File: config.mk
export PLATFORM = sky130hd
export DESIGN_NAME = linear_interp_resampler_unit
export DESIGN_NICKNAME = d
export VERILOG_FILES = /design/src/rtl/lirs_pkg.sv /design/src/rtl/lirs_interp.sv /design/src/rtl/lirs_seq.sv /design/src/rtl/linear_interp_resampler_unit.sv
export SDC_FILE = /design/constraint.sdc
export NUM_CORES = 1
export LEC_CHECK = 0
export BUFFER_PORTS_ARGS = -buffer_cell sky130_fd_sc_hd__buf_2
export CAP_MARGIN = 20
export CORE_ASPECT_RATIO = 0.5
export CORE_MARGIN = 8
export CORE_UTILIZATION = 30
export DETAILED_ROUTE_END_ITERATION = 8
export GPL_ROUTABILITY_DRIVEN = 0
export GPL_TIMING_DRIVEN = 0
export PLACE_DENSITY_LB_ADDON = 0.05
export SETUP_SLACK_MARGIN = 0.02
export SLEW_MARGIN = 20
export SYNTH_ARGS = -nofsm -noshare
export SYNTH_HDL_FRONTEND = slang
export SYNTH_HIERARCHICAL = 1
export SYNTH_SLANG_ARGS = --single-unit
File: constraint.sdc
create_clock -name clk -period 8.02 [get_ports clk]
set_input_delay 1.203 -clock clk [delete_from_list [all_inputs] [get_ports clk]]
set_output_delay 1.203 -clock clk [all_outputs]
set_load 0.05 [all_outputs]
File: src/rtl/lirs_pkg.sv
`timescale 1ns / 1ps
`default_nettype none

package lirs_pkg;

	localparam int SAMPLE_BITS_DEF = 16;
	localparam int FRAC_BITS_DEF   = 16;
	localparam int MAX_OUT_DEF     = 16;

	// step and phase carry this many integer bits above the fraction
	localparam int STEP_INT_BITS = 5;

	localparam int ADDR_W = 3;
	localparam int DATA_W = 32;

	// register index, taken from paddr[2]
	localparam logic REG_STEP = 1'b0;

	typedef struct packed {
		logic load;
		logic last;
	} emit_t;

endpackage

`default_nettype wire

File: src/rtl/lirs_interp.sv
`timescale 1ns / 1ps
`default_nettype none

module lirs_interp
	import lirs_pkg::*;
#(
	parameter int SAMPLE_BITS = SAMPLE_BITS_DEF,
	parameter int FRAC_BITS   = FRAC_BITS_DEF
) (
	input  wire logic                          clk,
	input  wire logic                          mul_en,
	input  wire logic        [FRAC_BITS-1:0]   frac,
	input  wire logic signed [SAMPLE_BITS-1:0] prev,
	input  wire logic signed [SAMPLE_BITS-1:0] cur,
	output logic signed      [SAMPLE_BITS-1:0] result
);

	localparam int DIFF_W = SAMPLE_BITS + 1;
	localparam int PROD_W = DIFF_W + FRAC_BITS + 1;
	localparam int NUM_W  = SAMPLE_BITS + FRAC_BITS + 2;

	logic signed [DIFF_W-1:0]      diff;
	logic signed [FRAC_BITS:0]     frac_s;
	logic signed [PROD_W-1:0]      product_s1;
	logic signed [SAMPLE_BITS-1:0] prev_s1;
	logic signed [NUM_W-1:0]       num;
	logic signed [NUM_W-1:0]       bias;
	logic signed [NUM_W-1:0]       adj;

	assign diff   = DIFF_W'(cur) - DIFF_W'(prev);
	assign frac_s = signed'({1'b0, frac});

	always_ff @(posedge clk) begin
		if (mul_en) begin
			product_s1 <= PROD_W'(diff) * PROD_W'(frac_s);
			prev_s1    <= prev;
		end
	end

	// truncate toward zero: bias negative numerators before the shift
	assign num  = (NUM_W'(prev_s1) <<< FRAC_BITS) + NUM_W'(product_s1);
	assign bias = num[NUM_W-1] ? signed'({{(NUM_W-FRAC_BITS){1'b0}}, {FRAC_BITS{1'b1}}})
	                           : '0;
	assign adj  = num + bias;
	assign result = adj[FRAC_BITS +: SAMPLE_BITS];

endmodule

`default_nettype wire

File: src/rtl/lirs_seq.sv
`timescale 1ns / 1ps
`default_nettype none

module lirs_seq
	import lirs_pkg::*;
#(
	parameter int SAMPLE_BITS    = SAMPLE_BITS_DEF,
	parameter int FRAC_BITS      = FRAC_BITS_DEF,
	parameter int MAX_OUT_PER_IN = MAX_OUT_DEF
) (
	input  wire logic                                clk,
	input  wire logic                                arst_n,
	input  wire logic                                in_valid,
	output logic                                     in_stall,
	input  wire logic signed [SAMPLE_BITS-1:0]       sample_in,
	input  wire logic [FRAC_BITS+STEP_INT_BITS-1:0]  step,
	input  wire logic                                out_free,
	output logic                                     mul_en,
	output logic [FRAC_BITS-1:0]                     frac,
	output logic signed [SAMPLE_BITS-1:0]            prev,
	output logic signed [SAMPLE_BITS-1:0]            cur,
	output emit_t                                    emit
);

	localparam int STEP_W = FRAC_BITS + STEP_INT_BITS;
	localparam int PH_W   = STEP_W + 1;
	localparam int CNT_W  = $clog2(MAX_OUT_PER_IN + 1);
	localparam logic [PH_W-1:0] ONE = PH_W'(1) << FRAC_BITS;

	localparam logic [1:0] ST_IDLE = 2'd0;
	localparam logic [1:0] ST_MUL  = 2'd1;
	localparam logic [1:0] ST_ADD  = 2'd2;

	logic [1:0]                    state_q;
	logic                          have_prev_q;
	logic signed [SAMPLE_BITS-1:0] prev_q;
	logic signed [SAMPLE_BITS-1:0] cur_q;
	logic [STEP_W-1:0]             phase_q;
	logic [PH_W-1:0]               ph_w_q;
	logic [PH_W-1:0]               nxt_q;
	logic                          last_q;
	logic [CNT_W-1:0]              cnt_q;

	logic                          accept;
	logic [PH_W-1:0]               phase_ext;
	logic [PH_W-1:0]               phase_ext_sub;
	logic [PH_W-1:0]               nxt_c;
	logic                          last_c;
	logic [PH_W-1:0]               nxt_sub;
	logic [STEP_W-1:0]             fin_ph;

	assign in_stall = (state_q != ST_IDLE);
	assign accept   = in_valid && (state_q == ST_IDLE);

	assign phase_ext     = {1'b0, phase_q};
	assign phase_ext_sub = phase_ext - ONE;
	assign nxt_c         = ph_w_q + PH_W'(step);
	assign last_c        = (nxt_c >= ONE) || (cnt_q == CNT_W'(MAX_OUT_PER_IN - 1));
	assign nxt_sub       = nxt_q - ONE;
	// cap hit with phase still under one period: clamp to zero
	assign fin_ph        = (nxt_q >= ONE) ? nxt_sub[STEP_W-1:0] : '0;

	assign mul_en    = (state_q == ST_MUL);
	assign frac      = ph_w_q[FRAC_BITS-1:0];
	assign prev      = prev_q;
	assign cur       = cur_q;
	assign emit.load = (state_q == ST_ADD) && out_free;
	assign emit.last = last_q;

	always_ff @(posedge clk or negedge arst_n) begin
		if (!arst_n) begin
			state_q     <= ST_IDLE;
			have_prev_q <= 1'b0;
			prev_q      <= '0;
			phase_q     <= '0;
			cnt_q       <= '0;
		end else begin
			case (state_q)
				ST_IDLE: begin
					if (accept) begin
						if (!have_prev_q) begin
							prev_q      <= sample_in;
							have_prev_q <= 1'b1;
						end else if (phase_ext >= ONE) begin
							// no output time in this period: drop one period
							phase_q <= phase_ext_sub[STEP_W-1:0];
							prev_q  <= sample_in;
						end else begin
							cnt_q   <= '0;
							state_q <= ST_MUL;
						end
					end
				end
				ST_MUL: begin
					state_q <= ST_ADD;
				end
				ST_ADD: begin
					if (out_free) begin
						cnt_q <= cnt_q + CNT_W'(1);
						if (last_q) begin
							phase_q <= fin_ph;
							prev_q  <= cur_q;
							state_q <= ST_IDLE;
						end else begin
							state_q <= ST_MUL;
						end
					end
				end
				default: begin
					state_q <= ST_IDLE;
				end
			endcase
		end
	end

	always_ff @(posedge clk) begin
		if (accept) begin
			cur_q  <= sample_in;
			ph_w_q <= phase_ext;
		end
		if (state_q == ST_MUL) begin
			nxt_q  <= nxt_c;
			last_q <= last_c;
		end
		if (state_q == ST_ADD && out_free && !last_q) begin
			ph_w_q <= nxt_q;
		end
	end

	a_cnt_cap: assert property (@(posedge clk) disable iff (!arst_n)
		cnt_q <= CNT_W'(MAX_OUT_PER_IN))
		else $error("output count beyond cap");

	a_phase_busy: assert property (@(posedge clk) disable iff (!arst_n)
		(state_q == ST_MUL || state_q == ST_ADD) |-> ph_w_q < ONE)
		else $error("working phase not under one period");

	a_add_after_mul: assert property (@(posedge clk) disable iff (!arst_n)
		state_q == ST_ADD |-> $past(state_q) == ST_MUL || $past(state_q) == ST_ADD)
		else $error("add step without product");

	a_loop_back: assert property (@(posedge clk) disable iff (!arst_n)
		(state_q == ST_ADD && out_free && !last_q) |=> state_q == ST_MUL)
		else $error("run ended before last item");

endmodule

`default_nettype wire

File: src/rtl/linear_interp_resampler_unit.sv
`timescale 1ns / 1ps
`default_nettype none

// Linear-interpolation resampler. Each accepted input sample yields zero or
// more interpolated samples between the previous and the current input, the
// final one flagged by last_of_run; the very first sample after reset only
// primes the history. Each result goes through the one shared multiply /
// add-and-round unit as a product step, then a sum and truncation step;
// in_stall stays high from the accept until the item's last result is
// loaded, and a stalled output register holds it high longer. An item
// with no result leaves in_stall low; an item yields MAX_OUT_PER_IN results at most.
// step_ratio sits at byte address 0 (index in paddr[2]), reset to 1.0.
module linear_interp_resampler_unit
	import lirs_pkg::*;
#(
	parameter int SAMPLE_BITS    = SAMPLE_BITS_DEF,
	parameter int FRAC_BITS      = FRAC_BITS_DEF,
	parameter int MAX_OUT_PER_IN = MAX_OUT_DEF
) (
	input  wire logic                          clk,
	input  wire logic                          arst_n,
	input  wire logic                          psel,
	input  wire logic                          penable,
	input  wire logic                          pwrite,
	input  wire logic [ADDR_W-1:0]             paddr,
	input  wire logic [DATA_W-1:0]             pwdata,
	output logic      [DATA_W-1:0]             prdata,
	output logic                               pready,
	input  wire logic                          in_valid,
	output logic                               in_stall,
	input  wire logic signed [SAMPLE_BITS-1:0] sample_in,
	output logic                               out_valid,
	input  wire logic                          out_stall,
	output logic signed [SAMPLE_BITS-1:0]      sample_out,
	output logic                               last_of_run
);

	localparam int STEP_W = FRAC_BITS + STEP_INT_BITS;

	logic [STEP_W-1:0]             step_q;
	logic                          out_valid_q;
	logic signed [SAMPLE_BITS-1:0] sample_out_q;
	logic                          last_q;
	logic                          out_free;
	logic                          mul_en;
	logic [FRAC_BITS-1:0]          frac;
	logic signed [SAMPLE_BITS-1:0] prev;
	logic signed [SAMPLE_BITS-1:0] cur;
	logic signed [SAMPLE_BITS-1:0] result;
	emit_t                         emit;

	assign pready = 1'b1;
	assign prdata = (paddr[2] == REG_STEP) ? DATA_W'(step_q) : '0;

	always_ff @(posedge clk or negedge arst_n) begin
		if (!arst_n) begin
			step_q <= STEP_W'(1) << FRAC_BITS;
		end else if (psel && penable && pwrite && pready && paddr[2] == REG_STEP) begin
			step_q <= pwdata[STEP_W-1:0];
		end
	end

	assign out_free = !out_valid_q || !out_stall;

	always_ff @(posedge clk or negedge arst_n) begin
		if (!arst_n) begin
			out_valid_q <= 1'b0;
		end else if (emit.load) begin
			out_valid_q <= 1'b1;
		end else if (!out_stall) begin
			out_valid_q <= 1'b0;
		end
	end

	always_ff @(posedge clk) begin
		if (emit.load) begin
			sample_out_q <= result;
			last_q       <= emit.last;
		end
	end

	assign out_valid   = out_valid_q;
	assign sample_out  = sample_out_q;
	assign last_of_run = last_q;

	lirs_seq #(
		.SAMPLE_BITS    (SAMPLE_BITS),
		.FRAC_BITS      (FRAC_BITS),
		.MAX_OUT_PER_IN (MAX_OUT_PER_IN)
	) u_seq (
		.clk       (clk),
		.arst_n    (arst_n),
		.in_valid  (in_valid),
		.in_stall  (in_stall),
		.sample_in (sample_in),
		.step      (step_q),
		.out_free  (out_free),
		.mul_en    (mul_en),
		.frac      (frac),
		.prev      (prev),
		.cur       (cur),
		.emit      (emit)
	);

	lirs_interp #(
		.SAMPLE_BITS (SAMPLE_BITS),
		.FRAC_BITS   (FRAC_BITS)
	) u_interp (
		.clk    (clk),
		.mul_en (mul_en),
		.frac   (frac),
		.prev   (prev),
		.cur    (cur),
		.result (result)
	);

endmodule

`default_nettype wire

==> summary.txt <==
Setup path
  • Kind of critical path: flop to flop
  • Max stage delay cell, worst path: sky130_fd_sc_hd__fa_2
  • Maximum single-stage delay on the critical path: 0.62 ns
  • Most Frequent Cell on Critical Path: sky130_fd_sc_hd__fa_1
  • Crit. End Element: flop
  • Slack of the worst reg-to-reg path: -0.39 ns
  • Number of cells on the worst reg-to-reg path: 36
  • Total stage count of the critical path: 36
  • Required time at the worst-slack endpoint: 8.37 ns
  • Endpoint of the worst-slack reg-to-reg timing path: u_interp/product_s1[32]
  • Worst R2R Start: u_seq/cur[0]
  • Worst setup SP type: flop
  • Worst Path Max Fanout: 5
  • Top Family by Delay on Critical Path: adder cells
  • Crit path buf inv count: 8
  • WP data arrival: 8.76 ns

Global routing
  • Number of antenna violations at the first check in global routing: 6
  • All-Layer GR Usage: 15.7%
  • Maximum number of pins on one net before global-route repair: 40
  • Remaining Overflow, GRT: 0
  • Busiest grt layer: met2
  • Met1 track utilization from global routing: 21.4%
  • GR Util met2: 26.4%
  • Wire length of the first global-routing pass: 95700 um
  • Met3 track utilization from global routing: 2.97%
  • Vias in the first global route: 16100

Layout
  • Net count of the finished layout: 2817
  • Share of final-layout standard cells stronger than drive strength 1: 16.9%
  • Post-synthesis to final-layout area growth: 17.5%
  • Final core area utilization: 35.4%

Floorplanning
  • Io pins: 110
  • Number of core rows: 69
  • Height of the chip: 204 um
  • Horiz. Die Dim: 393 um
  • Die outline area: 80300 um^2
  • Core ar.: 70600 um^2
  • Starting Density: 30.2%

Timing
  • Final Hold Vio Count: 0
  • Final min period: 8.41 ns
  • Worst clock skew: 0.0226 ns
  • Fin. max-slew vios: 0
  • Post-route fraction of the period consumed by the critical path: 105%
  • Worst slew margin relative to its limit: 29.0%
  • Max Clk Rate: 0.119 GHz
  • Setup WS post-layout: -0.393 ns
  • RSZ-0062 raised after global routing: true
  • Transition at the pin with the smallest max-transition slack: 1.05 ns
  • Final setup violation count: 8
  • Setup Total Neg Slack: -1.97 ns

Yosys
  • Mean instance size in the synthesized netlist: 9.94 um^2
  • Most common library cells after synthesis: sky130_fd_sc_hd__inv_1 (385), sky130_fd_sc_hd__fa_1 (276), sky130_fd_sc_hd__nand2_1 (256)
  • Cell count after synthesis: 2143
  • Mapped Area: 21300 um^2
  • Cell taking the most area after synthesis: sky130_fd_sc_hd__fa_1
  • FF+latch count, synth: 195
  • Leading post-synthesis cells by cell area: sky130_fd_sc_hd__fa_1 (26%), sky130_fd_sc_hd__edfxtp_1 (18%), sky130_fd_sc_hd__ha_1 (9.5%), sky130_fd_sc_hd__dfrtp_1 (7.8%), sky130_fd_sc_hd__inv_1 (6.8%)
  • Portion of the post-synthesis area used by sequential elements: 25.9%
  • Number of enable-type register cells in the synthesized netlist: 128
  • Library cell with the highest instance count after synthesis: sky130_fd_sc_hd__inv_1
  • Synth Flop Type: sky130_fd_sc_hd__edfxtp_1
  • Share of async-settable or async-resettable flops after synthesis: 34.4%
  • Portion of synthesized cell area occupied by the leading cell type: 25.9%
  • Count of unique library cells instantiated by Yosys: 85
  • Synth warnings: 6

Route
  • Final ANT Viol Nets: 0
  • Final wirelength: 61500 um
  • Number of DRC markers after the initial detailed-route iteration: 628
  • Detailed Routing Iterations Pass 1: 4
  • Count of unresolved DRC violations after routing: 0
  • DR vias: 14900
  • Wirelength per Cell: 18.7 um
  • Number of vias per cell after detailed routing: 4.51

Placed design
  • Number of buffers added on ports: 84
  • Post-placement worst setup slack: -2.07 ns
  • DP HPWL: 49400 um

CTS
  • Clock buffer depth: 2
  • H-tree lvl count: 4
  • Clock-pin slew on the worst setup and hold paths: 0.09 ns
  • Hold-fix buffers, CTS: 0
  • Clock insertion delay at the later pin of the skew report: 0.47 ns
  • Total clock buffers created by CTS: 17
  • Buffer cell driving the clock tree root: sky130_fd_sc_hd__clkbuf_16
  • Clk sinks: 195
  • CTS tree: done

Outcome
  • Result of the run: complete, but fails checks
  • Failing checks: setup timing

Run
  • Number of violations of the max-capacitance limit: 0

Worst hold path
  • Hold Crit Endpoint: u_interp/prev_s1[13]
  • Number of stages on the worst hold path: 0
  • Worst Hold Class: flop to flop
  • Startpoint of the lowest-slack hold path: u_seq/prev[13]
[registers in the layout (all words and copies together), names as in the netlist]
name / count
last_of_run: 1
out_valid: 1
sample_out: 16
step_q: 21
u_interp/prev_s1: 16
u_interp/product_s1: 34
u_seq/cnt_q: 5
u_seq/cur: 16
u_seq/have_prev_q: 1
u_seq/last_q: 1
u_seq/nxt_q: 22
u_seq/ph_w_q: 22
u_seq/phase_q: 21
u_seq/prev: 16
u_seq/state_q: 2
[how the worst max path moves through the flow]
stage	start	endpoint	slack (ns)
finish	u_seq/cur[0]	u_interp/product_s1[32]	-0.39
global route	u_seq/cur[0]	u_interp/product_s1[32]	-0.72
detailed placement	u_seq/cur[0]	u_interp/product_s1[33]	-2.07
floorplan	u_seq/prev[0]	u_interp/product_s1[33]	0.02
global placement	u_seq/cur[0]	u_interp/product_s1[33]	-2.11
CTS	u_seq/cur[0]	u_interp/product_s1[31]	-0.56
[cell families after synthesis]
family / after synthesis / share of synthesized area, %
other: 2 / 0.0352
AOI/OAI and AO/OA: 248 / 7.98
and+or+nand+nor: 630 / 14.5
adders and majority gates: 443 / 35.7
xor gates and xnor gates: 104 / 4.28
buffers and inverters: 480 / 9.06
DFF: 195 / 25.9
muxes: 41 / 2.51
[layout by cell type (no fill, tap or decap), types with 6 or more instances in the layout]
| master | count |
|---|---|
| sky130_fd_sc_hd__a21o_1 | 26 |
| sky130_fd_sc_hd__a21oi_1 | 47 |
| sky130_fd_sc_hd__a21oi_2 | 10 |
| sky130_fd_sc_hd__a31oi_1 | 17 |
| sky130_fd_sc_hd__and2_1 | 113 |
| sky130_fd_sc_hd__buf_2 | 84 |
| sky130_fd_sc_hd__buf_4 | 83 |
| sky130_fd_sc_hd__buf_6 | 9 |
| sky130_fd_sc_hd__clkbuf_1 | 43 |
| sky130_fd_sc_hd__clkbuf_16 | 18 |
| sky130_fd_sc_hd__clkbuf_8 | 7 |
| sky130_fd_sc_hd__conb_1 | 12 |
| sky130_fd_sc_hd__dfrtp_1 | 65 |
| sky130_fd_sc_hd__edfxtp_1 | 128 |
| sky130_fd_sc_hd__fa_1 | 269 |
| sky130_fd_sc_hd__fa_2 | 7 |
| sky130_fd_sc_hd__ha_1 | 152 |
| sky130_fd_sc_hd__ha_4 | 9 |
| sky130_fd_sc_hd__inv_1 | 375 |
| sky130_fd_sc_hd__inv_2 | 10 |
| sky130_fd_sc_hd__mux2_2 | 20 |
| sky130_fd_sc_hd__mux2_4 | 20 |
| sky130_fd_sc_hd__nand2_1 | 254 |
| sky130_fd_sc_hd__nand2b_1 | 22 |
| sky130_fd_sc_hd__nand3_1 | 30 |
| sky130_fd_sc_hd__nand4_1 | 16 |
| sky130_fd_sc_hd__nor2_1 | 77 |
| sky130_fd_sc_hd__nor2b_1 | 59 |
| sky130_fd_sc_hd__nor3_1 | 14 |
| sky130_fd_sc_hd__o21a_1 | 8 |
| sky130_fd_sc_hd__o21ai_0 | 44 |
| sky130_fd_sc_hd__o21ai_2 | 7 |
| sky130_fd_sc_hd__o21bai_1 | 10 |
| sky130_fd_sc_hd__xnor2_1 | 65 |
| sky130_fd_sc_hd__xnor2_4 | 6 |
| sky130_fd_sc_hd__xor2_1 | 28 |
[per-layer routing]
layer  vias to the layer above  wire [um]
met1                      7454      29300
met2                       212      29100
met4                         0        830
met5                         -          0
met3                        34       2270
li1                       7171          -
[stage by stage]
step / std cells / hold slack [ns] / area (um^2)
after global placement: 3195 / 0.464 / 23000
after detailed placement: 3201 / 0.471 / 23200
final: 3295 / 0.491 / 25000
after CTS: 3270 / 0.494 / 24700
after floorplan: 2153 / 0.447 / 21400
after global routing: 3292 / 0.510 / 25000
[worst register-to-register path, delay by kind of cell (launching register included)]
kind | cells | cell delay (ns)
DFF | 1 | 0.37
adders and majority gates | 9 | 3.77
AOI/OAI and AO/OA | 14 | 2.82
and+or+nand+nor | 5 | 0.64
buffers and inverters | 8 | 0.70
[repair_timing]
item	in CTS	in global routing
resized for setup	120	41
setup buffers	37	25
endpoints found under the setup margin	22	17
pin swaps	65	42
[cell type report]
class / instances / area (um^2)
antenna: 3 / 7.51
buffer: 93 / 617
clock buffer: 19 / 453
clock inverter: 13 / 135
fill: 7403 / 45600
inverter: 386 / 1450
multi-input combinational: 1478 / 14600
sequential: 195 / 5520
tap: 958 / 1200
timing repair buffer: 150 / 1050
Power is left out: the tool's default activity adds up to more than one toggle a clock period on the data nets, which glitch-free logic cannot reach.
